[config.mk]
export PLATFORM = sky130hd
export DESIGN_NAME = bpa_word_unit
export DESIGN_NICKNAME = d
export VERILOG_FILES = /design/src/rtl/bpa_pkg.sv /design/src/rtl/bpa_word_unit.sv
export SDC_FILE = /design/constraint.sdc
export NUM_CORES = 1
export LEC_CHECK = 0
export ABC_AREA = 1
export BUFFER_PORTS_ARGS = -buffer_cell sky130_fd_sc_hd__buf_2
export CAP_MARGIN = 20
export CORE_ASPECT_RATIO = 0.9
export CORE_MARGIN = 4
export CORE_UTILIZATION = 50
export DETAILED_ROUTE_END_ITERATION = 7
export PLACE_DENSITY_LB_ADDON = 0.12
export SYNTH_ARGS = -nofsm -noshare
export SYNTH_HDL_FRONTEND = slang
export SYNTH_SLANG_ARGS = --single-unit
[constraint.sdc]
create_clock -name vclk -period 12.43
set_clock_uncertainty 0.05 [all_clocks]
set_input_delay 2.486 -clock vclk [all_inputs]
set_output_delay 2.486 -clock vclk [all_outputs]
set_load 0.02 [all_outputs]
[src/rtl/bpa_pkg.sv]
// Shared types, constants and saturating counter helpers for the bitmap page allocator.
// No dependencies; imported by every module of the block but bpa_map_ram.
package bpa_pkg;

    localparam int CNT_W     = 17;
    localparam int IDX_W     = 16;
    localparam int MODE_W    = 3;
    localparam int PADDR_W   = 3;
    localparam int PDATA_W   = 32;
    localparam int BIT_IDX_W = 6;
    localparam int BIT_CNT_W = 7;

    localparam int DEF_MAX_PAGES     = 65536;
    localparam int DEF_MAP_WORD_BITS = 64;
    localparam int DEF_TOTAL_PAGES   = 65536;

    localparam logic [CNT_W-1:0] CNT_MAX = '1;

    localparam logic [MODE_W-1:0] MODE_ALLOC     = 3'd0;
    localparam logic [MODE_W-1:0] MODE_FREE      = 3'd1;
    localparam logic [MODE_W-1:0] MODE_LOCK      = 3'd2;
    localparam logic [MODE_W-1:0] MODE_RESERVE   = 3'd3;
    localparam logic [MODE_W-1:0] MODE_UNRESERVE = 3'd4;

    // register index, taken from paddr[2]
    localparam logic REG_IDX_TOTAL = 1'b0;

    typedef struct packed {
        logic                 any;
        logic [BIT_IDX_W-1:0] first;
        logic [BIT_CNT_W-1:0] count;
    } word_stat_t;

    function automatic logic [CNT_W-1:0] cnt_add_sat(input logic [CNT_W-1:0] c,
                                                     input logic [BIT_CNT_W-1:0] n);
        logic [CNT_W:0] s;
        s = {1'b0, c} + (CNT_W+1)'(n);
        return (s > {1'b0, CNT_MAX}) ? CNT_MAX : s[CNT_W-1:0];
    endfunction

    function automatic logic [CNT_W-1:0] cnt_sub_sat(input logic [CNT_W-1:0] c,
                                                     input logic [BIT_CNT_W-1:0] n);
        return (c < CNT_W'(n)) ? '0 : c - CNT_W'(n);
    endfunction

endpackage

[src/rtl/bpa_word_unit.sv]
// Per-word modify logic: range mask, changed bits, lowest changed bit, bit count.
// Depends on bpa_pkg.
module bpa_word_unit import bpa_pkg::*; #(
    parameter int WORD_BITS = 64,
    parameter int BW        = 6
) (
    input  logic [WORD_BITS-1:0] rd_word,
    input  logic [BW-1:0]        lo,
    input  logic [BW-1:0]        hi,
    input  logic                 set_op,
    input  logic                 single,
    output logic [WORD_BITS-1:0] new_word,
    output word_stat_t           stat
);

    logic [WORD_BITS-1:0] mask;
    logic [WORD_BITS-1:0] chg;
    logic [BW-1:0]        first_idx;

    always_comb begin
        for (int i = 0; i < WORD_BITS; i++) begin
            mask[i] = (BW'(i) >= lo) && (BW'(i) <= hi);
        end
        chg = set_op ? (mask & ~rd_word) : (mask & rd_word);

        first_idx = '0;
        for (int i = WORD_BITS - 1; i >= 0; i--) begin
            if (chg[i]) begin
                first_idx = BW'(i);
            end
        end

        stat.any   = |chg;
        stat.first = BIT_IDX_W'(first_idx);
        // allocate takes a single page, ranges take every changed bit
        if (single) begin
            stat.count = BIT_CNT_W'(stat.any);
            new_word   = stat.any ? (rd_word | (WORD_BITS'(1) << first_idx)) : rd_word;
        end else begin
            stat.count = BIT_CNT_W'($countones(chg));
            new_word   = rd_word ^ chg;
        end
    end

endmodule

==> results by group, run 1 <==
Synthesis
  – Synth top area cells: nand2_1, fa_1, inv_1, nor2_1, o21ai_0
  – Synth cell types: between 40 and 50
  – Mapped Cells: ~1.3k
  – Yosys top cell by area: nand2_1
  – Top-area cell type share of the netlist area: around a fifth
  – Synth Net Count: around 1.5k
  – Avg Inst Size Synth: between 5 and 6 um2
  – Syn Std Cell Area: 7009 um2
  – Yosys warns: 0
  – Sequential area share after synthesis: 0%

Clock tree
  – PostCTS Resize Cnt: 0
  – CTS Hold Buffers Added: 0
  – Total setup buffers inserted after CTS: 0

Floorplanning
  – Core ar.: 13560 um2
  – Starting Density: between 50 and 60%
  – DIE HEIGHT: 120.3 um
  – Ports: 156
  – Die Wd: approximately 130 um
  – Core Rows: 40
  – Die ar.: about 16000 um2

Worst setup path
  – Setup crit end kind: output port
  – CP required: 9.89 ns
  – Startpoint Class: primary input
  – Critical path type: primary input to output port
  – Arrival time at the worst endpoint: 9.57 ns
  – CP Max Fanout: 8
  – Crit path from: hi[3]

Cells and area
  – Layout Nets: around 1.6k
  – Area growth from synthesis to layout: 14.57%
  – Register area: 0 um2
  – Final instance area: roughly 8000 um2
  – Multi-input logic area: a little under 6000 um2
  – # clk buffers: 0
  – Share of cells above drive strength 1: 17.85%
  – FILL cells: approximately 1.5k
  – Sequential cells: 0

Route
  – Final wirelength: roughly 33000 um
  – Iteration-0 DRC Markers: 1172
  – Per-cell routed wire length: ~20 um
  – Vias per Instance: slightly below 6
  – DR vias: between 9k and 10k
  – Antenna Violating Nets Remaining: 0
  – Drt pass-1 iters: 8
  – Drc violations: 0

Placement
  – Post-place setup slack: around 0.21 ns
  – Port bufs: 156
  – RD Place Congestion: between 1 and 1.5
  – HPWL Detailed: 26410 um
  – Placed cell area: 7986 um2

Timing
  – Unrepaired setup endpoints after global routing: no
  – Tcrit/Tclk final: a little over nine tenths
  – Setup WS post-layout: between 0.3 and 0.4 ns
  – Final setup viols: 0
  – Tmin final: approximately 12 ns
  – Worst slew pin tran: ~0.88 ns
  – Worst slew margin: around 41%
  – Count of pins over their slew limit: 0
  – Final-report hold violation count: 0
  – Max frequency: 82.61 MHz
  – Setup tns final: 0 ns

Global routing
  – Vias in the first global route: approximately 8.5k
  – GR Util All Layers: roughly two fifths
  – First-pass GRT wire length: between 40000 and 50000 um
  – Largest net degree at the start of global routing: 62
  – Initial antenna violation count: 0
  – Grt total ovfl: 0

Outcome
  – Status: finished clean

Min path
  – Hold crit path type: primary input to output port
  – Hold wc startpoint: rd_word[15]

Job
  – Total of max-cap violations: 0
==> synth_stat cells (3+ instances only) <==
cell type	number
nand4_1	10
clkbuf_8	4
buf_2	15
nor4_1	9
buf_4	5
nor3_1	10
o21ai_1	21
a31oi_1	21
buf_1	5
nor2_2	14
nand3_1	53
nor2_1	145
ha_1	17
xor2_1	3
buf_6	6
o31ai_1	5
a211oi_1	16
inv_1	234
inv_2	9
nand2_2	6
o21bai_1	7
nand2_1	375
nand3_2	4
fa_1	53
clkbuf_1	25
a21oi_1	98
nand4_2	3
o21ai_0	99
o211ai_1	19
a221oi_1	5
nand2_4	4
==> critical path, stage by stage <==
cell and delay [ns]:
buf_2 0.22, nand2_2 0.08, o21ai_0 0.40, inv_1 0.12, a211oi_1 0.36, inv_1 0.14, a21oi_1 0.29, fa_1 0.47
inv_1 0.08, fa_1 0.43, fa_1 0.51, inv_1 0.07, fa_1 0.48, inv_1 0.05, fa_1 0.45, fa_1 0.54
fa_1 0.43, fa_1 0.49, inv_1 0.04, ha_1 0.19, fa_1 0.41, a21oi_1 0.16, nor2_1 0.07, nor2_1 0.09
nor2_1 0.05, o21ai_0 0.17, a21oi_1 0.08, buf_2 0.19
==> per-layer routing <==
metal	part of all wire, %	track usage (%)	vias up
met3	14	9.235	117
li1	-	-	4461
met1	39	52.62	4248
met5	0	0	-
met4	6.0	19.68	0
met2	41	58.50	707
==> worst paths after layout <==
path | to | cells after the start | slack [ns]
max | stat[6] | 28 | 0.32
min | new_word[15] | 4 | 5.31
==> layout by cell type, fill, tap and decap left out, types with 9 or more instances in the layout <==
| cell type | netlist | layout |
|---|---|---|
| a211oi_1 | 16 | 16 |
| nor4_1 | 9 | 9 |
| inv_2 | 9 | 11 |
| nand3_1 | 53 | 53 |
| fa_1 | 53 | 53 |
| buf_2 | 15 | 155 |
| ha_1 | 17 | 17 |
| o211ai_1 | 19 | 19 |
| a21oi_1 | 98 | 97 |
| nor2_2 | 14 | 21 |
| nand2_1 | 375 | 375 |
| nor2_1 | 145 | 138 |
| nand4_1 | 10 | 10 |
| o21ai_0 | 99 | 97 |
| a31oi_1 | 21 | 21 |
| inv_1 | 234 | 232 |
| o21ai_1 | 21 | 23 |
| buf_4 | 5 | 37 |
==> cell families (layout without fill, tap and decap cells) <==
kind of cell             Yosys count  count (layout)  synth area share [%]
AND/OR/NAND/NOR                  636             636                 38.15
buffers and inverters            305             437                 18.23
AO/OA/AOI/OAI                    304             304                 24.96
adder cells (fa/ha/maj)           70              70                 18.17
XOR/XNOR                           4               4                0.4999
other                              0               1                     0
==> stage by stage <==
stage | hold slack, ns | utilization [%] | std cells
after CTS | 5.305 | 58.88 | 1640
after detailed placement | 5.304 | 58.88 | 1640
after global routing | 5.334 | 59.19 | 1640
after global placement | 5.299 | 58.88 | 1640
final | 5.307 | 59.21 | 1641
after floorplan | 5.143 | - | 1319
==> cell type report <==
type | instances | share of cell area, %
antenna | 1 | 0.03116
multi-input combinational | 1014 | 72.05
inverter | 243 | 11.36
timing repair buffer | 194 | 13.62
tap | 189 | 2.945
==> run 2: changes to the inputs <==
GPL_ROUTABILITY_DRIVEN = 0   (was not set)
clock period = 13.34 ns   (was 12.43 ns; I/O delays follow)
==> results by group, run 2 (synthesized netlist as in run 1, its figures left out) <==
Cells and area
  – Area growth from synthesis to layout: 10.62%
  – Most frequent cells in the layout: nand2_1, inv_1, buf_2
  – # clk buffers: 0
  – Non-Filler Instances: 1612
  – Most common cell after layout, fill and taps aside: nand2_1
  – Antenna Cells: 0
  – Layout Nets: approximately 1.6k
  – Share of cells above drive strength 1: 15.25%
  – FILL cells: ~1.5k
  – Sequential cells: 0
  – Register area: 0 um2
  – Multi-input logic area: 5734 um2

Route
  – Antenna Violating Nets Remaining: 0
  – Drc violations: 0
  – Drt pass-1 iters: 7
  – Iteration-0 DRC Markers: about 1.3k
  – Final wirelength: 29480 um
  – Vias per Instance: 5.766
  – Per-cell routed wire length: between 15 and 20 um
  – DR vias: between 9k and 10k

Timing
  – Worst slew pin tran: ~1.1 ns
  – Setup tns final: 0 ns
  – Count of pins over their slew limit: 0
  – Max frequency: between 70 and 80 MHz
  – Worst slew margin: about a quarter
  – Final setup viols: 0
  – Final-report hold violation count: 0
  – Unrepaired setup endpoints after global routing: no
  – Tmin final: 12.82 ns
  – Tcrit/Tclk final: roughly 96%

Worst setup path
  – CP max stage cell: fa_1
  – CP Max Fanout: 15
  – Arrival time at the worst endpoint: just over 10 ns
  – Worst path max stage delay: 0.54 ns
  – Setup crit end kind: output port
  – CP required: 10.62 ns
  – Critical path type: primary input to output port
  – Most common cell on crit path: inv_1
  – Startpoint Class: primary input

Floorplanning
  – Ports: approximately 160
  – Die Wd: between 100 and 150 um
  – Core Rows: 40
  – Starting Density: approximately half
  – DIE HEIGHT: 120.3 um
  – Core ar.: 13560 um2
  – Die ar.: 15980 um2

Global routing
  – First-pass GRT wire length: between 40000 and 50000 um
  – GR Util All Layers: between 30% and 40%
  – Grt total ovfl: 0
  – Vias in the first global route: a little over 8k
  – Initial antenna violation count: 0
  – Largest net degree at the start of global routing: between 80 and 90

Clock tree
  – CTS Hold Buffers Added: 0
  – Total setup buffers inserted after CTS: 0
  – PostCTS Resize Cnt: 0

Power
  – Pleak: around 4.4 nW
  – Worst vdd ir: between 0.00007 and 0.00008 V
  – Power Dens Cells: between 70 and 80 nW/um2

Placement
  – HPWL Detailed: approximately 24000 um
  – Placed cell count: ~1.6k
  – Port bufs: approximately 160

Job
  – Total of max-cap violations: 0

Min path
  – Hold crit path type: primary input to output port

Outcome
  – Status: finished clean
-- run 2: worst paths after layout --
check	from	end	slack [ns]	depth (start not counted)
setup / recovery	lo[5]	stat[5]	0.52	31
hold / removal	rd_word[15]	new_word[15]	5.66	4
-- run 2: final cells by class --
class / instances / share of cell area, %
inverters: 243 / 11.76
multi-input cells: 1014 / 73.96
well taps: 189 / 3.050
repair buffers: 166 / 11.23
-- run 2: critical path, delay by kind of cell --
kind,cells,cell delay [ns]
fa+ha+maj,9,4.03
compound gates,6,1.36
buf+inv,10,1.23
simple gates,6,0.81
-- run 2: metrics by stage --
step / hold slack (ns) / area, um2 / utilization [%] / total power, mW / worst slack, ns
2_1_floorplan: 5.507 / 7009 / - / 0.4356 / 0.2759
3_3_place_gp: 5.664 / 7754 / 57.17 / 0.5859 / 0.5565
3_5_place_dp: 5.669 / 7754 / 57.17 / 0.5945 / 0.6870
4_1_cts: 5.669 / 7754 / 57.17 / 0.5971 / 0.6431
5_1_grt: 5.694 / 7754 / 57.17 / 0.6830 / 0.08956
6_report: 5.664 / 7754 / 57.17 / 0.6045 / 0.5181
-- run 2: layer usage --
| metal | GRT usage [%] | vias up | wire, um |
|---|---|---|---|
| li1 | - | 4409 | - |
| met1 | 49.07 | 4052 | 11910 |
| met2 | 51.59 | 710 | 11600 |
| met3 | 9.817 | 123 | 4114 |
| met4 | 16.82 | 0 | 1860 |
| met5 | 0 | - | 0 |
-- run 2: power breakdown --
part	internal [mW]	switching, mW	leakage, nW	total (mW)
Combinational	0.198	0.407	4.36	0.604
Sequential	0	0	0	0
Clock	0	0	0	0
(Power assumes the default switching activity.)
==> run 3: changes to the inputs <==
--- a/config.mk
+++ b/config.mk
@@ -7,3 +7,2 @@
 export LEC_CHECK = 0
-export ABC_AREA = 1
 export BUFFER_PORTS_ARGS = -buffer_cell sky130_fd_sc_hd__buf_2
@@ -15,2 +14,3 @@
 export GPL_ROUTABILITY_DRIVEN = 0
+export MAX_ROUTING_LAYER = met4
 export PLACE_DENSITY_LB_ADDON = 0.12
--- a/constraint.sdc
+++ b/constraint.sdc
@@ -4,2 +4,2 @@
 set_output_delay 2.668 -clock vclk [all_outputs]
-set_load 0.02 [all_outputs]
+set_load 0.05 [all_outputs]
==> results by group, run 3 <==
Power
  – Pint: around 270 uW
  – Power Dens Cells: ~110 nW/um2
  – Combinational share of power: 100.0%
  – Clk pwr share: 0%
  – Pleak: 3.697 nW
  – Total power draw: ~850 uW
  – Net Sw Frac: roughly 68%
  – Sequential Power Share: 0%
  – Psw: 578.8 uW
  – Worst vdd ir: approximately 0.00011 V

Synthesis
  – Top-count cell post-synth: inv_1
  – Synth cell count leaders: inv_1, nor2_1, nand2_1
  – Synth top area cells: fa_1, xor2_1, mux2i_1, inv_1, o21ai_0
  – Synth Net Count: ~1.1k
  – Avg Inst Size Synth: slightly above 7 um2
  – Yosys top cell by area: fa_1
  – Mapped Cells: about 1.0k
  – Yosys warns: 0
  – Top-area cell type share of the netlist area: 14.90%
  – Synth cell types: 90
  – Sequential area share after synthesis: 0%
  – Syn Std Cell Area: 7123 um2

Route
  – Final wirelength: around 32000 um
  – Iteration-0 DRC Markers: ~1.8k
  – Drt pass-1 iters: 8
  – Vias per Instance: a little under 7
  – DR vias: between 8k and 9k
  – Drc violations: 22
  – Per-cell routed wire length: ~25 um
  – Antenna Violating Nets Remaining: 0

Floorplanning
  – Ports: about 160
  – Core ar.: roughly 14000 um2
  – DIE HEIGHT: 121.2 um
  – Core Rows: a little over 40
  – Starting Density: approximately half
  – Die Wd: 133.8 um
  – Die ar.: 16220 um2

Global routing
  – First-pass GRT wire length: 48790 um
  – Largest net degree at the start of global routing: 56
  – Initial antenna violation count: 0
  – GR Util All Layers: between 30% and 40%
  – Vias in the first global route: a little over 8k
  – Grt total ovfl: 0

Timing
  – Worst slew margin: between 10% and 20%
  – Final-report hold violation count: 0
  – Max frequency: 79.04 MHz
  – Tmin final: 12.65 ns
  – Unrepaired setup endpoints after global routing: no
  – Setup tns final: 0 ns
  – Tcrit/Tclk final: approximately 95%
  – Count of pins over their slew limit: 0
  – Final setup viols: 0
  – Setup WS post-layout: around 0.69 ns
  – Worst slew pin tran: ~1.3 ns

Worst setup path
  – Setup crit end kind: output port
  – Critical path type: primary input to output port
  – CP Max Fanout: 41
  – Arrival time at the worst endpoint: ~10 ns
  – CP required: between 10 and 15 ns
  – Startpoint Class: primary input

Cells and area
  – Area growth from synthesis to layout: 12.01%
  – Sequential cells: 0
  – Register area: 0 um2
  – Final instance area: about 8000 um2
  – Antenna Cells: 0
  – Layout Nets: 1258
  – Multi-input logic area: 6394 um2
  – # clk buffers: 0
  – Most frequent cells in the layout: buf_2, inv_1, nor2_1
  – Share of cells above drive strength 1: between 10% and 20%
  – FILL cells: about 1.4k
  – Most common cell after layout, fill and taps aside: buf_2

Outcome
  – Failing checks: design-rule violations
  – Status: finished, violations left

Min path
  – Hold crit path type: primary input to output port

Clock tree
  – PostCTS Resize Cnt: 0
  – Total setup buffers inserted after CTS: 0
  – CTS Hold Buffers Added: 0

Placement
  – Port bufs: around 160
  – HPWL Detailed: around 26000 um
  – Post-place setup slack: between 0.7 and 0.8 ns
  – Placed cell area: 7979 um2

Job
  – Total of max-cap violations: 0
-- run 3: cell count changes in the layout (fill, tap and decap cells not counted), sizes merged, moves of 16 or more --
cell,change
a21oi,-53
and2,+18
buf,+19
inv,-157
mux2i,+39
nand2,-320
nand3,-24
nor2,-92
o2111ai,+28
o21ai,-64
o31ai,+16
xnor2,+21
xor2,+43
-- run 3: final cells by class --
class	instances	area share, %
multi-input cells	835	80.13
well taps	193	3.027
inverters	88	4.140
repair buffers	185	12.70
-- run 3: worst paths after layout --
path                            to  cells past startpoint   startpoint
worst max-delay path       stat[6]                     25        hi[5]
worst min-delay path  new_word[14]                      4  rd_word[14]
-- run 3: logic make-up after synthesis --
logic type | share of synthesized area, %
compound gates | 33.85
buf+inv | 10.24
simple gates | 24.03
fa+ha+maj | 17.88
mux | 5.638
xor+xnor | 8.361
-- run 3: power groups by stage --
| stage | sequential [mW] | clock, mW | combinational (mW) |
|---|---|---|---|
| 3_3_place_gp | 0 | 0 | 0.824 |
| 6_report | 0 | 0 | 0.847 |
| 2_1_floorplan | 0 | 0 | 0.635 |
| 5_1_grt | 0 | 0 | 0.924 |
| 4_1_cts | 0 | 0 | 0.837 |
| 3_5_place_dp | 0 | 0 | 0.833 |
-- run 3: worst max-delay path: stages --
cell and delay, ns:
buf_2 0.54, o21bai_1 0.27, a21oi_1 0.18, buf_4 0.21, nor3b_1 0.44, fa_1 0.52, inv_1 0.10, fa_1 0.41
inv_1 0.08, fa_1 0.42, inv_1 0.10, fa_1 0.44, fa_1 0.50, fa_1 0.53, fa_1 0.43, fa_1 0.49
inv_1 0.04, ha_1 0.20, fa_1 0.41, a21o_1 0.17, a21oi_1 0.17, nor2b_1 0.08, o21ai_0 0.18, a21oi_1 0.09
buf_2 0.23
-- run 3: per-layer routing --
layer | wire length (um) | vias to the layer above | share of wire, % | GRT usage [%]
li1 | - | 3954 | - | -
met1 | 12330 | 3996 | 38 | 53.58
met2 | 12790 | 843 | 40 | 55.97
met3 | 5212 | 166 | 16 | 10.70
met4 | 2010 | 0 | 6.2 | 16.52
met5 | 0 | - | 0 | -
-- run 3: per-stage QoR --
step	hold slack [ns]	utilization (%)	cells
after floorplan	5.658	-	1000
after global routing	5.783	56.97	1301
after global placement	5.749	56.97	1301
final	5.758	56.97	1301
after detailed placement	5.756	56.97	1301
after CTS	5.760	56.97	1301
